--- src/sv/bfdt_pkg.sv ---
// ----------------------------------------------------------------------------
// bfdt_pkg
// Shared widths, codes and types of the data tape unit.
// ----------------------------------------------------------------------------
package bfdt_pkg;

    localparam int DEF_TAPE_DEPTH = 4096;

    localparam int DATA_W     = 32;
    localparam int ALU_W      = DATA_W + 1;
    localparam int CFG_LEN_W  = 13;
    localparam int PTR_OUT_W  = 12;
    localparam int REQ_W      = 3;
    localparam int ERR_W      = 2;
    localparam int CW_W       = 2;
    localparam int PADDR_W    = 4;
    localparam int DIV_STEPS  = DATA_W;
    localparam int DIV_CNT_W  = $clog2(DIV_STEPS);

    localparam logic [REQ_W-1:0] REQ_ADD   = 3'd0;
    localparam logic [REQ_W-1:0] REQ_SUB   = 3'd1;
    localparam logic [REQ_W-1:0] REQ_RIGHT = 3'd2;
    localparam logic [REQ_W-1:0] REQ_LEFT  = 3'd3;
    localparam logic [REQ_W-1:0] REQ_STORE = 3'd4;
    localparam logic [REQ_W-1:0] REQ_EMIT  = 3'd5;

    localparam logic [ERR_W-1:0] ERR_NONE  = 2'd0;
    localparam logic [ERR_W-1:0] ERR_RIGHT = 2'd1;
    localparam logic [ERR_W-1:0] ERR_LEFT  = 2'd2;

    localparam logic [CW_W-1:0] CW_8  = 2'd0;
    localparam logic [CW_W-1:0] CW_16 = 2'd1;

    localparam logic [1:0] REG_TAPE_LENGTH = 2'd0;
    localparam logic [1:0] REG_TAPE_MODE   = 2'd1;
    localparam logic [1:0] REG_EOF_MODE    = 2'd2;
    localparam logic [1:0] REG_CELL_WIDTH  = 2'd3;

    localparam logic [CFG_LEN_W-1:0] TAPE_LENGTH_RST = 13'd4096;

    typedef struct packed {
        logic             sub;
        logic [ALU_W-1:0] a;
        logic [ALU_W-1:0] b;
    } alu_req_t;

    typedef struct packed {
        logic             carry;
        logic [ALU_W-1:0] sum;
    } alu_res_t;

endpackage

--- src/sv/bfdt_alu.sv ---
// ----------------------------------------------------------------------------
// bfdt_alu
// Shared add/subtract unit; carry out set on add overflow or on a
// subtract without borrow.
// ----------------------------------------------------------------------------
module bfdt_alu (
    input  bfdt_pkg::alu_req_t req,
    output bfdt_pkg::alu_res_t res
);
    import bfdt_pkg::*;

    logic [ALU_W:0] full;

    always_comb
    begin
        full = {1'b0, req.a} + {1'b0, req.b ^ {ALU_W{req.sub}}}
             + {{ALU_W{1'b0}}, req.sub};
        res.carry = full[ALU_W];
        res.sum   = full[ALU_W-1:0];
    end

endmodule

--- config.mk ---
export PLATFORM = sky130hd
export DESIGN_NAME = bfdt_alu
export DESIGN_NICKNAME = d
export VERILOG_FILES = /design/src/sv/bfdt_pkg.sv /design/src/sv/bfdt_alu.sv
export SDC_FILE = /design/constraint.sdc
export NUM_CORES = 1
export LEC_CHECK = 0
export BUFFER_PORTS_ARGS = -buffer_cell sky130_fd_sc_hd__buf_2
export CAP_MARGIN = 10
export CORE_AREA = 2 2 74 76
export DETAILED_ROUTE_END_ITERATION = 16
export DIE_AREA = 0 0 76 78
export GPL_TIMING_DRIVEN = 0
export PLACE_DENSITY = 0.81
export SYNTH_ARGS = -nofsm -noshare
export SYNTH_HDL_FRONTEND = slang
export SYNTH_SLANG_ARGS = --single-unit
--- constraint.sdc ---
create_clock -name vclk -period 5.2
set_input_delay 1.04 -clock vclk [all_inputs]
set_output_delay 1.04 -clock vclk [all_outputs]
set_load 0.05 [all_outputs]
Word-level counts from Yosys, hierarchy flattened
Index checks and enable logic that the tools add are counted.

operators by class
  shifts and indexed selects = 0
  multiplexer cells = 0
  div/mod/pow operators = 0
  reduce and logical (&&, ||, !) cells = 0
  $mul = 0
  bitwise operators = 1
  order comparisons = 0
  eq/ne operators = 0
  add/sub/neg operators = 2

operators with widths
  cell                     count
  adder 33 x 33 -> 34 bit  1
  adder 34 x 1 -> 34 bit   1
  XOR 33 bit               1

storage, ports and cells
  memories = 0
  bits in writable memories = 0
  bits in latches = 0
  output and inout port bits = 34
  input port bits = 67
  bits in read-only memories = 0
  bits in registers = 0
  logic and storage cells = 3

Longest topological paths before layout
  word-level depth = 3
  mapped depth = 11
  depth with buffers taken out = 8

Least setup slack after synthesis
Ideal clock, no wire load.

  path type = input to output
  from = input req[66] (netlist bit)
  to = output res[26] (netlist bit)
  buffers on the path = 2
  data required time = 4,160 ps
  arrival = 4,525 ps
  path slack = -365 ps
  stages = 10
  cell sequence = buf_2 > buf_1 > xor2_1 > fa_1 > a21o_1 > a221oi_2 > o31ai_2 > o21bai_1 > a21oi_1 > a311oi_1

RTL lines
  element             RTL line       source
  start: declaration  bfdt_alu.sv:7  input bfdt_pkg::alu_req_t req,
  end: declaration    bfdt_alu.sv:8  output bfdt_pkg::alu_res_t res

==> metrics.cfg <==
[setup_path]
slowest_stage = fa_1
worst-path-buf-inv = 3
critical_path.top_delay_family = compound AO/OA/AOI/OAI gates
critical_path_required_ns = 4.16
cp_slowest_stage_delay_ns = 0.45
worstSetupEndpointType = output pin
cp.arrival_ns = 4.02
critPathMaxFanout = 10
crit_chain = buf_2 > buf_2 > xor2_1 > fa_1 > a21o_1 > a221oi_2 > o31ai_2 > or4_4 > a211oi_1 > a311oi_2 > buf_2
worst_path_most_repeated_cell = buf_2
startpoint = req[66]
path_class = in2out
startpoint_type = input pin

[worst_hold_path]
hold_class = in2out
hold_depth = 3
min-delay-start = req[33]
whs_endpoint = res[0]

[timing]
worst_slew_pin_slew_ns = 0.536
rsz0062_at_grt = no
relSlewSlack = 0.639
min_period_over_period = 0.974
hold_slack_ns = 2.45
period_minus_slack_ns = 5.06
max_freq_mhz = 197
hold_viol_final = 0
setup_viol = 0
slew_violations = 0

[synth]
netlist_area_sq_um = 2350
yosysWarnings = 0
synth_mux_area_frac = 0.0139
yosysMostFrequentCell = xor2_1
synthTopCellsByCount = 45 x xor2_1, 35 x nand2_1, 33 x a21oi_1
synth.top_cells.by_area = ha_1 17%, xor2_1 17%, a21oi_1 7.0%
syn_inst = 330
synth_top_family_by_area = compound AO/OA/AOI/OAI gates
synth-compound-area-share = 0.329
yosys.area_share.simple = 0.227
synthXorXnorAreaFrac = 0.213
synth.avg_cell_area_sq_um = 7.11
yosysTopAreaCellShare = 0.171
yosys.area_share.adder = 0.179
synth_cell_types = 57
synth_area_leader_cell = ha_1
synth_seq_area_share = 0
syn_nets = 430

[floorplan]
chipWidth_um = 76
io_pins = 101
start_util = 0.465
core_area_sq_um = 5040
die_y_um = 78
dieArea_sq_um = 5930
fp-row-count = 26

[placed_design]
dp_hpwl_um = 6050
dpl-instance-area_sq_um = 2970
port_buffers = 100
gp_congestion = 0.954

[power]
p_per_area_nw_per_um2 = 298
combPwrFrac = 1.000
p_sw_frac = 0.705
power_w = 0.000887
p_clk_frac = 0
power_leakage_nw = 1.49
seqPwrFrac = 0
intPower_w = 0.000262
power_switching_w = 0.000625
irDropWorstVdd_mv = 0.192

[route]
vias = 2898
drt-total-wl_um = 7220
wl_per_cell_um = 14.4
drtPass1Iterations = 5
ant_nets = 0
viasPerCell = 5.80
drt-initial-drc-count = 155
drcViolationCount = 0

[final_layout]
nets = 532
multi_input_area_sq_um = 2300
nClkBuffers = 0
fin_area_sq_um = 2980
fillerInstances = 501
drive_above_1_share = 0.295
seq_cell_count = 0
seq_area_sq_um = 0
area_delta_synth_final_pct = 27.0
insertedDiodeCount = 0

[job]
maxCapViolCount = 0

[global_routing]
grt_pass1_wl_um = 12100
grt_pass1_vias = 2760
grt_max_degree = 11
antenna_found_initial = 0
grt_usage = 0.233
globalRouteOverflowTotal = 0

[clock_tree]
holdBufCountCts = 0

[outcome]
outcome = finished clean

==> power by group through the flow <==
stage | clock network, W | logic, W | registers (W)
3_3_place_gp | 0 | 0.000866 | 0
4_1_cts | 0 | 0.000881 | 0
6_report | 0 | 0.000887 | 0
5_1_grt | 0 | 0.000949 | 0
3_5_place_dp | 0 | 0.000876 | 0
2_1_floorplan | 0 | 0.000689 | 0
==> placed cells by master, fill, tap and decap left out, drive strengths merged, types with 2 or more instances in the layout <==
| master | n |
|---|---|
| nor2 | 15 |
| a211o | 3 |
| nand4 | 9 |
| nor3 | 6 |
| o31ai | 4 |
| nand3 | 10 |
| o211ai | 3 |
| o21ai | 16 |
| mux2 | 2 |
| nor2b | 2 |
| nand2 | 35 |
| a221oi | 3 |
| and3 | 6 |
| and4 | 3 |
| a21oi | 33 |
| o21bai | 4 |
| o221ai | 2 |
| xnor2 | 12 |
| xor2 | 45 |
| o21a | 2 |
| buf | 110 |
| ha | 32 |
| nor4 | 2 |
| a21boi | 2 |
| a31o | 2 |
| o2111ai | 3 |
| a21o | 15 |
| a31oi | 6 |
| nand2b | 4 |
| a311oi | 3 |
| and2 | 6 |
| a211oi | 4 |
| clkbuf | 5 |
| inv | 5 |
==> layout make-up <==
cell class,instances,share of cell area
multi-input cells,310,0.771
repair buffers,100,0.168
well taps,70,0.0294
plain buffers,15,0.0252
inverters,5,0.00630
==> how the worst max path moves through the flow <==
stage	endpoint	slack, ns	depth (start not counted)
2_1_floorplan	res[27]	0.09	11
4_1_cts	res[26]	0.15	11
6_report	res[26]	0.14	11
5_1_grt	res[31]	0.03	12
3_3_place_gp	res[26]	-0.15	11
3_5_place_dp	res[26]	-0.21	11
==> cells by family (layout without fill, tap and decap cells) <==
group	Yosys count	in the layout
AO/OA/AOI/OAI	113	113
AND/OR/NAND/NOR	104	104
XOR/XNOR	57	57
adder cells (fa/ha/maj)	33	33
buffers and inverters	20	120
multiplexers	3	3
==> stage by stage <==
| step | setup TNS, ns | setup WS [ns] | cells | util |
|---|---|---|---|---|
| 3_5_place_dp | -0.641 | -0.210 | 500 | 0.589 |
| 5_1_grt | 0 | 0.0253 | 500 | 0.591 |
| 2_1_floorplan | 0 | 0.0929 | 330 | - |
| 3_3_place_gp | -0.448 | -0.151 | 500 | 0.589 |
| 6_report | 0 | 0.137 | 500 | 0.591 |
| 4_1_cts | 0 | 0.155 | 500 | 0.590 |
==> metal layers <==
metal | wire (um) | GRT usage | vias to the layer above
met5 | 0 | 0 | -
met4 | 131 | 0.0382 | 0
met3 | 557 | 0.0198 | 12
met2 | 3270 | 0.413 | 155
met1 | 3260 | 0.314 | 1280
li1 | - | - | 1451
==> what timing repair did <==
item | 4_1_cts | 5_1_grt
buffers inserted | 0 | 0
endpoints found under the setup margin | 10 | 2
resized for setup | 3 | 2
Power figures use the tool's default switching activity.
